===== src/sv/shs_pkg.sv =====
// Shared types and constants for the stage homing sequencer.
// Depends on nothing; imported by every module of the block.
`default_nettype none

package shs_pkg;

  localparam int unsigned ARG_W   = 32;
  localparam int unsigned SPEED_W = 24;
  localparam int unsigned POLL_W  = 24;
  localparam int unsigned JOG_W   = 8;
  localparam int unsigned CFG_IDX_W = 3;

  // Truncating divide by ten of a 24-bit speed: multiply by ceil(2^27 / 10)
  // and keep the bits above 27. Exact for every value below 2^26.
  localparam logic [SPEED_W-1:0] SPEED_DIV_MULT  = 24'hCCCCCD;
  localparam int unsigned        SPEED_DIV_SHIFT = 27;

  localparam logic [SPEED_W-1:0] RUN_SPEED_RST  = 24'd1000;
  localparam logic [SPEED_W-1:0] SLOW_SPEED_RST = 24'd100;
  localparam logic [POLL_W-1:0]  POLL_LIMIT_RST = 24'd1000000;
  localparam logic [JOG_W-1:0]   JOG_LIMIT_RST  = 8'd10;

  typedef enum logic [CFG_IDX_W-1:0] {
    REG_RUN_SPEED     = 3'd0,
    REG_APPROACH_DIST = 3'd1,
    REG_JOG_DIST      = 3'd2,
    REG_SLOW_DIST     = 3'd3,
    REG_HOME_OFFSET   = 3'd4,
    REG_POLL_LIMIT    = 3'd5,
    REG_JOG_LIMIT     = 3'd6
  } reg_idx_t;

  typedef enum logic [1:0] {
    OP_START = 2'd0,
    OP_ACK   = 2'd1,
    OP_POLL  = 2'd2
  } op_t;

  typedef enum logic [2:0] {
    CMD_HOMEFLAG = 3'd0,
    CMD_ENABLE   = 3'd1,
    CMD_SPEED    = 3'd2,
    CMD_MOVE     = 3'd3,
    CMD_STATUS   = 3'd4,
    CMD_ZERO     = 3'd5,
    CMD_DISABLE  = 3'd6,
    CMD_FINISHED = 3'd7
  } cmd_t;

  typedef enum logic [2:0] {
    OUT_NONE    = 3'd0,
    OUT_DONE    = 3'd1,
    OUT_FAILED  = 3'd2,
    OUT_DEVERR  = 3'd3,
    OUT_TIMEOUT = 3'd4
  } outcome_t;

  typedef enum logic [16:0] {
    PH_IDLE          = 17'h00001,
    PH_ACK_FLAG0     = 17'h00002,
    PH_ACK_ENABLE    = 17'h00004,
    PH_ACK_SPEED     = 17'h00008,
    PH_ACK_APPROACH  = 17'h00010,
    PH_WAIT_NEG1     = 17'h00020,
    PH_ACK_JOG       = 17'h00040,
    PH_WAIT_JOGSTOP  = 17'h00080,
    PH_ACK_SLOWSPEED = 17'h00100,
    PH_ACK_SLOWMOVE  = 17'h00200,
    PH_WAIT_NEG2     = 17'h00400,
    PH_ACK_ZERO      = 17'h00800,
    PH_ACK_SPEED2    = 17'h01000,
    PH_ACK_HOMEMOVE  = 17'h02000,
    PH_WAIT_HOMESTOP = 17'h04000,
    PH_ACK_FLAG1     = 17'h08000,
    PH_ACK_DISABLE   = 17'h10000
  } phase_t;

  typedef struct packed {
    op_t  op;
    logic cmd_failed;
    logic at_negative_limit;
    logic stage_moving;
    logic device_error;
    logic stage_enabled;
  } item_t;

  typedef struct packed {
    cmd_t                    command;
    logic signed [ARG_W-1:0] argument;
    outcome_t                outcome;
    logic                    busy_res;
  } res_t;

  typedef struct packed {
    logic [SPEED_W-1:0]      run_speed;
    logic [SPEED_W-1:0]      slow_speed;
    logic signed [ARG_W-1:0] approach_distance;
    logic signed [ARG_W-1:0] jog_distance;
    logic signed [ARG_W-1:0] slow_approach_distance;
    logic signed [ARG_W-1:0] home_offset;
    logic [POLL_W-1:0]       poll_limit;
    logic [JOG_W-1:0]        jog_limit;
  } cfg_t;

endpackage

`default_nettype wire


===== src/sv/shs_cfg_regs.sv =====
// Configuration registers of the homing sequencer, with the slow speed
// worked out once at write time. Depends on shs_pkg.
`default_nettype none

module shs_cfg_regs
  import shs_pkg::*;
#(
  parameter int unsigned DIST_WIDTH = 32
) (
  input  wire logic                 clk,
  input  wire logic                 rst_n,
  input  wire logic                 cfg_we,
  input  wire logic [CFG_IDX_W-1:0] cfg_index,
  input  wire logic [ARG_W-1:0]     cfg_wdata,
  output cfg_t                      cfg
);

  // Distances are kept at the stored width and sign extended on the way out.
  localparam int unsigned DW = (DIST_WIDTH < ARG_W) ? DIST_WIDTH : ARG_W;

  logic [SPEED_W-1:0]     run_speed_r;
  logic [SPEED_W-1:0]     slow_speed_r;
  logic signed [DW-1:0]   approach_r;
  logic signed [DW-1:0]   jog_dist_r;
  logic signed [DW-1:0]   slow_dist_r;
  logic signed [DW-1:0]   home_off_r;
  logic [POLL_W-1:0]      poll_limit_r;
  logic [JOG_W-1:0]       jog_limit_r;
  logic [2*SPEED_W-1:0]   speed_prod;
  logic [SPEED_W-1:0]     slow_speed_nxt;

  assign speed_prod     = (2*SPEED_W)'(cfg_wdata[SPEED_W-1:0]) * (2*SPEED_W)'(SPEED_DIV_MULT);
  assign slow_speed_nxt = SPEED_W'(speed_prod >> SPEED_DIV_SHIFT);

  always_ff @(posedge clk) begin
    if (!rst_n) begin
      run_speed_r  <= RUN_SPEED_RST;
      slow_speed_r <= SLOW_SPEED_RST;
      approach_r   <= '0;
      jog_dist_r   <= '0;
      slow_dist_r  <= '0;
      home_off_r   <= '0;
      poll_limit_r <= POLL_LIMIT_RST;
      jog_limit_r  <= JOG_LIMIT_RST;
    end else if (cfg_we) begin
      unique case (cfg_index)
        REG_RUN_SPEED: begin
          run_speed_r  <= cfg_wdata[SPEED_W-1:0];
          slow_speed_r <= slow_speed_nxt;
        end
        REG_APPROACH_DIST: approach_r   <= cfg_wdata[DW-1:0];
        REG_JOG_DIST:      jog_dist_r   <= cfg_wdata[DW-1:0];
        REG_SLOW_DIST:     slow_dist_r  <= cfg_wdata[DW-1:0];
        REG_HOME_OFFSET:   home_off_r   <= cfg_wdata[DW-1:0];
        REG_POLL_LIMIT:    poll_limit_r <= cfg_wdata[POLL_W-1:0];
        REG_JOG_LIMIT:     jog_limit_r  <= cfg_wdata[JOG_W-1:0];
        default: begin
        end
      endcase
    end
  end

  assign cfg.run_speed              = run_speed_r;
  assign cfg.slow_speed             = slow_speed_r;
  assign cfg.approach_distance      = ARG_W'(approach_r);
  assign cfg.jog_distance           = ARG_W'(jog_dist_r);
  assign cfg.slow_approach_distance = ARG_W'(slow_dist_r);
  assign cfg.home_offset            = ARG_W'(home_off_r);
  assign cfg.poll_limit             = poll_limit_r;
  assign cfg.jog_limit              = jog_limit_r;

endmodule

`default_nettype wire


===== src/sv/shs_seq_core.sv =====
// Phase register, poll and jog counters, and the decision logic that turns
// one item into at most one command. Depends on shs_pkg.
`default_nettype none

module shs_seq_core
  import shs_pkg::*;
(
  input  wire logic  clk,
  input  wire logic  rst_n,
  input  wire item_t item,
  input  wire logic  fire,
  input  wire cfg_t  cfg,
  output logic       res_valid,
  output res_t       res
);

  phase_t              phase_r, phase_nxt;
  logic [POLL_W-1:0]   poll_cnt_r, poll_cnt_nxt;
  logic [JOG_W-1:0]    jog_cnt_r, jog_cnt_nxt;
  logic [JOG_W-1:0]    jog_inc;
  logic                in_wait;
  logic                wait_done;

  // Next command proposed by an acknowledge, before the failure check.
  logic                    ack_hit;
  logic                    ack_strict;
  logic                    ack_clear_poll;
  phase_t                  ack_phase;
  cmd_t                    ack_cmd;
  logic signed [ARG_W-1:0] ack_arg;

  assign jog_inc = jog_cnt_r + JOG_W'(1);
  assign in_wait = (phase_r == PH_WAIT_NEG1) || (phase_r == PH_WAIT_JOGSTOP) ||
                   (phase_r == PH_WAIT_NEG2) || (phase_r == PH_WAIT_HOMESTOP);
  assign wait_done = ((phase_r == PH_WAIT_NEG1) || (phase_r == PH_WAIT_NEG2)) ?
                     item.at_negative_limit : !item.stage_moving;

  always_comb begin
    ack_hit        = 1'b1;
    ack_strict     = 1'b1;
    ack_clear_poll = 1'b0;
    ack_phase      = phase_r;
    ack_cmd        = CMD_FINISHED;
    ack_arg        = '0;
    unique case (phase_r)
      PH_ACK_FLAG0: begin
        ack_strict = 1'b0;
        ack_phase  = PH_ACK_ENABLE;
        ack_cmd    = CMD_ENABLE;
      end
      PH_ACK_ENABLE: begin
        ack_strict = 1'b0;
        ack_phase  = PH_ACK_SPEED;
        ack_cmd    = CMD_SPEED;
        ack_arg    = ARG_W'(cfg.run_speed);
      end
      PH_ACK_SPEED: begin
        if (!item.at_negative_limit) begin
          ack_phase = PH_ACK_APPROACH;
          ack_cmd   = CMD_MOVE;
          ack_arg   = cfg.approach_distance;
        end else begin
          ack_clear_poll = 1'b1;
          ack_phase      = PH_WAIT_NEG1;
          ack_cmd        = CMD_STATUS;
        end
      end
      PH_ACK_APPROACH: begin
        ack_clear_poll = 1'b1;
        ack_phase      = PH_WAIT_NEG1;
        ack_cmd        = CMD_STATUS;
      end
      PH_ACK_JOG: begin
        ack_clear_poll = 1'b1;
        ack_phase      = PH_WAIT_JOGSTOP;
        ack_cmd        = CMD_STATUS;
      end
      PH_ACK_SLOWSPEED: begin
        ack_phase = PH_ACK_SLOWMOVE;
        ack_cmd   = CMD_MOVE;
        ack_arg   = cfg.slow_approach_distance;
      end
      PH_ACK_SLOWMOVE: begin
        ack_clear_poll = 1'b1;
        ack_phase      = PH_WAIT_NEG2;
        ack_cmd        = CMD_STATUS;
      end
      PH_ACK_ZERO: begin
        ack_phase = PH_ACK_SPEED2;
        ack_cmd   = CMD_SPEED;
        ack_arg   = ARG_W'(cfg.run_speed);
      end
      PH_ACK_SPEED2: begin
        ack_phase = PH_ACK_HOMEMOVE;
        ack_cmd   = CMD_MOVE;
        ack_arg   = cfg.home_offset;
      end
      PH_ACK_HOMEMOVE: begin
        ack_clear_poll = 1'b1;
        ack_phase      = PH_WAIT_HOMESTOP;
        ack_cmd        = CMD_STATUS;
      end
      PH_ACK_FLAG1: begin
        ack_strict = 1'b0;
        ack_phase  = PH_ACK_DISABLE;
        ack_cmd    = CMD_DISABLE;
      end
      PH_ACK_DISABLE: begin
        // A failure on the final disable is ignored; the run completes.
        ack_strict = 1'b0;
        ack_phase  = PH_IDLE;
      end
      default: begin
        ack_hit = 1'b0;
      end
    endcase
  end

  always_comb begin
    phase_nxt    = phase_r;
    poll_cnt_nxt = poll_cnt_r;
    jog_cnt_nxt  = jog_cnt_r;
    res_valid    = 1'b0;
    res.command  = CMD_FINISHED;
    res.argument = '0;
    res.outcome  = OUT_NONE;
    case (item.op)
      OP_START: begin
        if (phase_r == PH_IDLE) begin
          poll_cnt_nxt = '0;
          jog_cnt_nxt  = '0;
          phase_nxt    = PH_ACK_FLAG0;
          res_valid    = 1'b1;
          res.command  = CMD_HOMEFLAG;
        end
      end
      OP_ACK: begin
        if (ack_hit) begin
          res_valid = 1'b1;
          if (ack_strict && item.cmd_failed) begin
            phase_nxt   = PH_IDLE;
            res.outcome = OUT_FAILED;
          end else begin
            phase_nxt    = ack_phase;
            res.command  = ack_cmd;
            res.argument = ack_arg;
            if (ack_phase == PH_IDLE) begin
              res.outcome = OUT_DONE;
            end
            if (ack_clear_poll) begin
              poll_cnt_nxt = '0;
            end
          end
        end
      end
      OP_POLL: begin
        if (in_wait) begin
          // Error check, timeout check and exit test all use this one sample.
          if (item.device_error || !item.stage_enabled) begin
            phase_nxt   = PH_IDLE;
            res_valid   = 1'b1;
            res.outcome = OUT_DEVERR;
          end else if (poll_cnt_r >= cfg.poll_limit) begin
            phase_nxt   = PH_IDLE;
            res_valid   = 1'b1;
            res.outcome = OUT_TIMEOUT;
          end else begin
            poll_cnt_nxt = poll_cnt_r + POLL_W'(1);
            if (wait_done) begin
              res_valid = 1'b1;
              unique case (phase_r)
                PH_WAIT_NEG1: begin
                  jog_cnt_nxt  = '0;
                  phase_nxt    = PH_ACK_JOG;
                  res.command  = CMD_MOVE;
                  res.argument = cfg.jog_distance;
                end
                PH_WAIT_JOGSTOP: begin
                  jog_cnt_nxt = jog_inc;
                  if (item.at_negative_limit && (jog_inc < cfg.jog_limit)) begin
                    phase_nxt    = PH_ACK_JOG;
                    res.command  = CMD_MOVE;
                    res.argument = cfg.jog_distance;
                  end else begin
                    phase_nxt    = PH_ACK_SLOWSPEED;
                    res.command  = CMD_SPEED;
                    res.argument = ARG_W'(cfg.slow_speed);
                  end
                end
                PH_WAIT_NEG2: begin
                  phase_nxt   = PH_ACK_ZERO;
                  res.command = CMD_ZERO;
                end
                default: begin
                  phase_nxt    = PH_ACK_FLAG1;
                  res.command  = CMD_HOMEFLAG;
                  res.argument = ARG_W'(1);
                end
              endcase
            end
          end
        end
      end
      default: begin
      end
    endcase
    res.busy_res = (phase_nxt != PH_IDLE);
  end

  always_ff @(posedge clk) begin
    if (!rst_n) begin
      phase_r    <= PH_IDLE;
      poll_cnt_r <= '0;
      jog_cnt_r  <= '0;
    end else if (fire) begin
      phase_r    <= phase_nxt;
      poll_cnt_r <= poll_cnt_nxt;
      jog_cnt_r  <= jog_cnt_nxt;
    end
  end

  a_finish_goes_idle: assert property (@(posedge clk) disable iff (!rst_n)
    fire && res_valid && (res.command == CMD_FINISHED) |=> phase_r == PH_IDLE)
    else $error("finished command did not return the sequencer to idle");

  a_wait_tick_counts: assert property (@(posedge clk) disable iff (!rst_n)
    fire && (item.op == OP_POLL) && in_wait && !res_valid
    |=> poll_cnt_r == $past(poll_cnt_r) + POLL_W'(1))
    else $error("poll tick in a wait did not advance the poll counter");

  a_silent_keeps_phase: assert property (@(posedge clk) disable iff (!rst_n)
    fire && !res_valid && !in_wait |=> $stable(phase_r))
    else $error("ignored item changed the phase");

endmodule

`default_nettype wire


===== src/sv/stage_homing_sequencer.sv =====
// Top level of the stage homing sequencer: input register, sequencer core,
// result register. Depends on shs_pkg, shs_cfg_regs and shs_seq_core.
//
//  Channel | Direction | Handshake          | Payload
//  in_     | in        | in_valid/in_ready  | op, cmd_failed, stage flags
//  out_    | out       | out_valid/out_ready| command, argument, outcome, busy_res
//  cfg_    | in        | cfg_we             | cfg_index, cfg_wdata (no read-back)
//
// One item per cycle is sustained while the result register can take results; an item is
// first held in the input register, and its result is then captured in the result register.
// Items that cause no result retire from the input register without waiting.
// A stalled result only holds the input register when that item also has a result.
// Synchronous active-low reset returns the sequencer to idle with counters cleared.
`default_nettype none

module stage_homing_sequencer
  import shs_pkg::*;
#(
  parameter int unsigned DIST_WIDTH = 32
) (
  input  wire logic                    clk,
  input  wire logic                    rst_n,
  input  wire logic                    in_valid,
  output logic                         in_ready,
  input  wire logic [1:0]              in_op,
  input  wire logic                    in_cmd_failed,
  input  wire logic                    in_at_negative_limit,
  input  wire logic                    in_stage_moving,
  input  wire logic                    in_device_error,
  input  wire logic                    in_stage_enabled,
  output logic                         out_valid,
  input  wire logic                    out_ready,
  output logic [2:0]                   out_command,
  output logic signed [ARG_W-1:0]      out_argument,
  output logic [2:0]                   out_outcome,
  output logic                         out_busy_res,
  input  wire logic                    cfg_we,
  input  wire logic [CFG_IDX_W-1:0]    cfg_index,
  input  wire logic [ARG_W-1:0]        cfg_wdata
);

  cfg_t  cfg;
  item_t s1_item_r;
  logic  s1_valid_r;
  logic  s1_adv;
  logic  core_res_valid;
  res_t  core_res;
  logic  out_valid_r;
  res_t  out_res_r;
  logic  out_free;

  shs_cfg_regs #(
    .DIST_WIDTH(DIST_WIDTH)
  ) u_cfg (
    .clk      (clk),
    .rst_n    (rst_n),
    .cfg_we   (cfg_we),
    .cfg_index(cfg_index),
    .cfg_wdata(cfg_wdata),
    .cfg      (cfg)
  );

  shs_seq_core u_core (
    .clk      (clk),
    .rst_n    (rst_n),
    .item     (s1_item_r),
    .fire     (s1_adv),
    .cfg      (cfg),
    .res_valid(core_res_valid),
    .res      (core_res)
  );

  assign out_free = !out_valid_r || out_ready;
  assign s1_adv   = s1_valid_r && (!core_res_valid || out_free);
  assign in_ready = !s1_valid_r || s1_adv;

  always_ff @(posedge clk) begin
    if (!rst_n) begin
      s1_valid_r <= 1'b0;
    end else if (in_ready) begin
      s1_valid_r <= in_valid;
    end
  end

  always_ff @(posedge clk) begin
    if (in_valid && in_ready) begin
      s1_item_r.op                <= op_t'(in_op);
      s1_item_r.cmd_failed        <= in_cmd_failed;
      s1_item_r.at_negative_limit <= in_at_negative_limit;
      s1_item_r.stage_moving      <= in_stage_moving;
      s1_item_r.device_error      <= in_device_error;
      s1_item_r.stage_enabled     <= in_stage_enabled;
    end
  end

  always_ff @(posedge clk) begin
    if (!rst_n) begin
      out_valid_r <= 1'b0;
    end else if (out_free) begin
      out_valid_r <= s1_adv && core_res_valid;
    end
  end

  always_ff @(posedge clk) begin
    if (out_free && s1_adv && core_res_valid) begin
      out_res_r <= core_res;
    end
  end

  assign out_valid    = out_valid_r;
  assign out_command  = out_res_r.command;
  assign out_argument = out_res_r.argument;
  assign out_outcome  = out_res_r.outcome;
  assign out_busy_res = out_res_r.busy_res;

  a_held_item_stable: assert property (@(posedge clk) disable iff (!rst_n)
    s1_valid_r && !s1_adv |=> s1_valid_r && $stable(s1_item_r))
    else $error("held input item was lost or changed");

  a_result_reaches_output: assert property (@(posedge clk) disable iff (!rst_n)
    s1_adv && core_res_valid |=> out_valid_r && (out_res_r == $past(core_res)))
    else $error("result was not captured in the output register");

  a_finished_not_busy: assert property (@(posedge clk) disable iff (!rst_n)
    out_valid_r && (out_res_r.command == CMD_FINISHED) |-> !out_res_r.busy_res)
    else $error("finished result still reports a run in progress");

  a_command_no_outcome: assert property (@(posedge clk) disable iff (!rst_n)
    out_valid_r && (out_res_r.command != CMD_FINISHED) |-> out_res_r.outcome == OUT_NONE)
    else $error("outcome set on a command other than finished");

endmodule

`default_nettype wire

===== config.mk =====
export PLATFORM = sky130hd
export DESIGN_NAME = stage_homing_sequencer
export DESIGN_NICKNAME = d
export VERILOG_FILES = /design/src/sv/shs_pkg.sv /design/src/sv/shs_cfg_regs.sv /design/src/sv/shs_seq_core.sv /design/src/sv/stage_homing_sequencer.sv
export SDC_FILE = /design/constraint.sdc
export NUM_CORES = 1
export LEC_CHECK = 0
export ABC_AREA = 1
export BUFFER_PORTS_ARGS = -buffer_cell sky130_fd_sc_hd__buf_2
export CORE_UTILIZATION = 65
export CTS_CLUSTER_DIAMETER = 80
export CTS_CLUSTER_SIZE = 12
export DETAILED_ROUTE_END_ITERATION = 12
export PLACE_DENSITY = 0.8
export REMOVE_ABC_BUFFERS = 1
export SLEW_MARGIN = 40
export SYNTH_ARGS = -nofsm -noshare
export SYNTH_HDL_FRONTEND = slang
export SYNTH_SLANG_ARGS = --single-unit

===== constraint.sdc =====
create_clock -name clk -period 12 [get_ports clk]
set_clock_uncertainty 0.2 [all_clocks]
set_input_delay 1.2 -clock clk [delete_from_list [all_inputs] [get_ports clk]]
set_output_delay 1.2 -clock clk [all_outputs]
set_load 0.01 [all_outputs]

# Yosys cells after proc, flatten, opt, wreduce, memory -nomap -nowiden
# Cells that the tools add are included.
[op_classes]
add_sub_neg = 2
n_mul = 1
order_cmp = 2
n_eq_ne = 36
n_mux = 59
reduce_logical = 38
[ops]
columns = ["cell", "count"]
rows = [
  ["17-bit one-hot mux with 12 select lines", 1],
  ["24-bit two-way mux", 7],
  ["35-bit two-way mux", 4],
  ["32-bit one-hot mux with 4 select lines", 1],
  ["17-bit two-way mux", 7],
  ["32-bit one-hot mux with 3 select lines", 1],
  ["38-bit two-way mux", 2],
  ["24-bit one-hot mux with 3 select lines", 1],
  ["35-bit one-hot mux with 2 select lines", 1],
  ["17-bit one-hot mux with 3 select lines", 1],
  ["24-bit by 24-bit multiplier with 48-bit output (second input constant)", 1],
  ["16-bit one-hot mux with 3 select lines", 1],
  ["8-bit two-way mux", 5],
  ["17-bit by 1-bit equality test with 1-bit output (second input constant)", 2],
  ["33-bit two-way mux", 1],
  ["32-bit two-way mux", 1],
  ["8-bit one-hot mux with 2 select lines", 2],
  ["24-bit by 1-bit adder with 24-bit output (second input constant)", 1],
  ["24-bit >= comparator", 1],
  ["3-bit one-hot mux with 3 select lines", 2],
  ["3-bit one-hot mux with 6 select lines", 1],
  ["17-bit by 10-bit equality test with 1-bit output (second input constant)", 1],
  ["17-bit by 11-bit equality test with 1-bit output (second input constant)", 1],
  ["17-bit by 12-bit equality test with 1-bit output (second input constant)", 1],
  ["43 further kinds", 91],
]
[totals]
register_bits = 302
input_bits = 47
output_inout_bits = 41
elab_cells = 161

# Longest topological paths before layout
[logic_depth]
word_depth = 13
ltp_mapped = 30
depth_no_buf = 29

# Cells and area by module
# From an unflattened synthesis, not the netlist that was laid out.
[hier_totals]
hier_cells = 3519
hier_area_um2 = 26854.5
[modules_own_cells]
columns = ["module", "n_inst", "cells_each", "area_each_um2", "seq_area_each_um2"]
rows = [
  ["shs_cfg_regs", 1, 2282, 18586.6, 4103.9],
  ["shs_seq_core", 1, 1172, 6765.2, 980.9],
  ["stage_homing_sequencer", 1, 65, 1502.7, 1421.4],
]

# Worst setup path after synthesis
# Ideal clock, no wire load.
[synth_path]
kind = "in2reg"
from = "in cfg_wdata[8]"
to = "reg u_cfg.slow_speed_r[3]"
setup_time_ns = 0.058
arrival_ns = 6.080
t_required_ns = 11.742
path_slack_ns = 5.662
cell_stages = 22
n_path_buf = 0
path_cell_list = "ha_1 xor2_1 ha_1 a21oi_1 fa_1 fa_1 fa_1 inv_1 fa_1 inv_1 fa_1 inv_1 ha_1 nand2_1 o21ai_0 a21boi_0 o21ai_0 a21oi_1 or2_2 nand3_1 o211ai_1 inv_1"
[synth_via]
elab_chain_len = 1
[synth_lines]
columns = ["item", "line_no", "text"]
rows = [
  ["start, declared", "stage_homing_sequencer.sv:39", "input wire logic [ARG_W-1:0] cfg_wdata"],
  ["24-bit by 24-bit multiplier with 48-bit output", "shs_cfg_regs.sv:32", "assign speed_prod = (2*SPEED_W)'(cfg_wdata[SPEED_W-1:0]) * (2*SPEED_W)'(SPEED_DIV_MULT);"],
  ["end signal, assigned", "shs_cfg_regs.sv:49", "slow_speed_r <= slow_speed_nxt;"],
  ["end, declared", "shs_cfg_regs.sv:22", "logic [SPEED_W-1:0] slow_speed_r;"],
]
# Every way passes these cells.
# A chain may end at the register's enable or synchronous reset.

# Final worst setup path
[layout_path]
from = "in cfg_wdata[3]"
to = "reg u_cfg.slow_speed_r[13]"
# The elaborated chain is that of the path after synthesis.

==> impl_metrics.py <==
metrics = {
    "status": {
        "status": "finished clean",
    },
    "detailed_routing": {
        "first_pass_iters": 7,
        "ant_nets": 0,
        "drt_iter0_markers": 2089,
        "drcViolationCount": 0,
        "wl_per_cell_um": 19.7,
        "vias": 22900,
        "viasPerCell": 5.93,
        "routed_wl_um": 75900,
    },
    "timing": {
        "setup_viol": 0,
        "hold_viol": 0,
        "max_clock_freq_ghz": 0.143,
        "layout_setup_ws_ns": 5.02,
        "maxSlewViolCount": 0,
        "setup_tns_ns": 0,
        "fin_crit_sh_pct": 58.2,
        "grt_setup_unrepaired": "false",
        "slew-limit-headroom_pct": 42.7,
        "period_needed_ns": 6.98,
        "hold_ws_ns": 0.254,
        "worst_pin_slew_ns": 0.859,
    },
    "clock_network": {
        "cts_buffers": 29,
        "clk_pin_slew_ns": 0.06,
        "clockRootBuffer": "clkbuf_16",
        "clock-sinks": 302,
        "cts_buffer_depth": 3,
        "cts.repair.resized": 0,
        "postCtsSetupBuffers": 0,
        "clkLatencyLatePin_ns": 0.59,
        "htree_levels": 1,
        "cts_tree": "done",
        "ctsHoldBuffers": 0,
    },
    "yosys": {
        "ys_async_sr_fraction_pct": 0,
        "syn_inst": 3314,
        "yosys-top-cells-area": "dfxtp_1 20%, fa_1 16%, ha_1 15%, inv_1 7.9%, nand2_1 7.1%",
        "yosysTopAreaCell": "dfxtp_1",
        "synth_top_area_share_pct": 19.8,
        "yosysSeqAreaShare_pct": 25.2,
        "synth_cell_types": 56,
        "synth_area_per_cell_sq_um": 7.79,
        "synth_area_sq_um": 25800,
        "ys_ff_latch": 302,
        "netlist_top_cells_count": "543 x inv_1, 491 x nand2_1, 424 x nor2_1, 300 x ha_1, 257 x o21ai_0",
        "synth-edff-count": 46,
        "synthFlopType": "dfxtp_1",
        "yosysWarnings": 0,
        "synth_most_common_cell": "inv_1",
    },
    "cells_and_area": {
        "syn_to_final_growth_pct": 5.92,
        "design_area_sq_um": 27400,
        "fin_nets": 3883,
        "antenna_cells": 0,
        "post-route-util_pct": 70.3,
        "stdcell_count": 3860,
        "drive_above_1_share_pct": 5.92,
    },
    "floorplanning": {
        "rows": 72,
        "start_util_pct": 66.4,
        "coreArea_sq_um": 38900,
        "die_x_um": 201,
        "dieArea_sq_um": 40500,
        "die_height_um": 201,
        "ios": 88,
    },
    "pwr": {
        "peakVddDrop_mv": 0.355,
        "powerDensity_nw_per_um2": 290,
        "total_power_mw": 7.94,
        "leakage_nw": 13.1,
    },
    "place": {
        "port_buffers": 87,
        "place_congestion": 1.10,
        "dp.cells": 3815,
        "place.detailed.hpwl_um": 56800,
        "placed_area_sq_um": 26500,
        "preCtsSetupSlack_ns": 4.53,
    },
    "run": {
        "max-cap-violations": 0,
    },
    "critical_path": {
        "crit_path_start": "cfg_wdata[3]",
        "arrival_ns": 7.30,
        "cp.required_ns": 12.32,
        "cp-end-kind": "flip-flop",
        "r2r-start": "u_core.phase_r[0]",
        "cp-start-kind": "primary input",
        "critPathKind": "in -> reg",
        "path_max_fanout": 20,
    },
    "global_route": {
        "grt_pass1_vias": 23100,
        "grt_overflow": 0,
        "antenna_found_initial": 0,
        "track_usage_pct": 37.5,
        "grt_max_degree": 96,
        "grt_first_pass_wirelength_um": 121000,
    },
    "min_path": {
        "hp-class": "reg -> reg",
        "min-delay-start": "u_cfg.home_off_r[18]",
    },
}
## worst max-delay path: stages
cell	delay, ns
buf_2	0.51
ha_1	0.44
xor2_1	0.41
xor2_1	0.40
fa_1	0.51
fa_1	0.55
fa_1	0.44
fa_1	0.49
inv_1	0.05
fa_1	0.48
inv_1	0.04
ha_1	0.31
nand2_1	0.07
nand2_1	0.07
a21oi_1	0.19
o21ai_0	0.12
a221oi_1	0.39
nand3_1	0.18
nand2_1	0.09
inv_1	0.04
o21ai_0	0.14
o211ai_1	0.10
inv_1	0.08
## report_power, final
| group | internal [mW] | switching [mW] | leakage, nW |
|---|---|---|---|
| Combinational | 2.09 | 3.93 | 10.1 |
| Sequential | 1.06 | 0.0210 | 2.54 |
| Clock | 0.446 | 0.393 | 0.390 |
## area by class of cell
cell class	instances	area, sq um
Multi-Input combinational cell	2337	16700
Fill cell	3223	11600
Sequential cell	302	6510
Inverter	550	2070
Clock buffer	43	778
Tap cell	518	648
Timing Repair Buffer	108	596
Clock inverter	2	31.3
## path summary, 6_finish.rpt
| path | to | slack [ns] | cells after the start |
|---|---|---|---|
| max reg2reg | out_argument[14] | 7.54 | 16 |
| min | u_cfg.home_off_r[18] | 0.25 | 2 |
| max | u_cfg.slow_speed_r[13] | 5.02 | 23 |
| min reg2reg | u_cfg.home_off_r[18] | 0.25 | 2 |
## logic make-up after synthesis
logic type	share of synthesized area, %
flip-flops	25.2
AND/OR/NAND/NOR	19.4
XOR/XNOR	1.97
adder cells (fa/ha/maj)	30.7
buffers and inverters	10.2
AO/OA/AOI/OAI	12.7
## cells in the final DEF (no fill, tap or decap), types with 10 or more instances in the layout
master	instances
inv_1	539
nand2_1	488
nor2_1	420
ha_1	300
o21ai_0	257
dfxtp_1	256
a21oi_1	229
fa_1	208
nand3_1	137
buf_2	86
xor2_1	50
edfxtp_1	46
nand4_1	42
nor3_1	32
clkbuf_16	29
buf_4	22
o2111ai_1	20
o211ai_1	15
clkbuf_1	14
nor2_2	13
a32o_1	11
a21o_1	10
a31oi_1	10
## metal layers
metal / track usage, % / wire [um] / vias to the layer above
li1: - / - / 10700
met1: 45.2 / 28900 / 10800
met2: 64.6 / 36600 / 1101
met3: 4.16 / 5690 / 281
met4: 22.7 / 4660 / 0
met5: 0 / 0 / -
## registers in the layout, indices dropped and copies added, names as in the netlist
name                cells
u_core.jog_cnt_r        8
u_cfg.poll_limit_r     24
u_cfg.slow_speed_r     21
u_cfg.jog_limit_r       8
s1_valid_r              1
u_cfg.jog_dist_r       32
out_outcome             3
s1_item_r               7
u_core.poll_cnt_r      24
out_argument           32
u_cfg.run_speed_r      24
u_core.phase_r         17
u_cfg.approach_r       32
out_busy_res            1
out_valid               1
out_command             3
u_cfg.home_off_r       32
u_cfg.slow_dist_r      32
(Power assumes the default switching activity.)
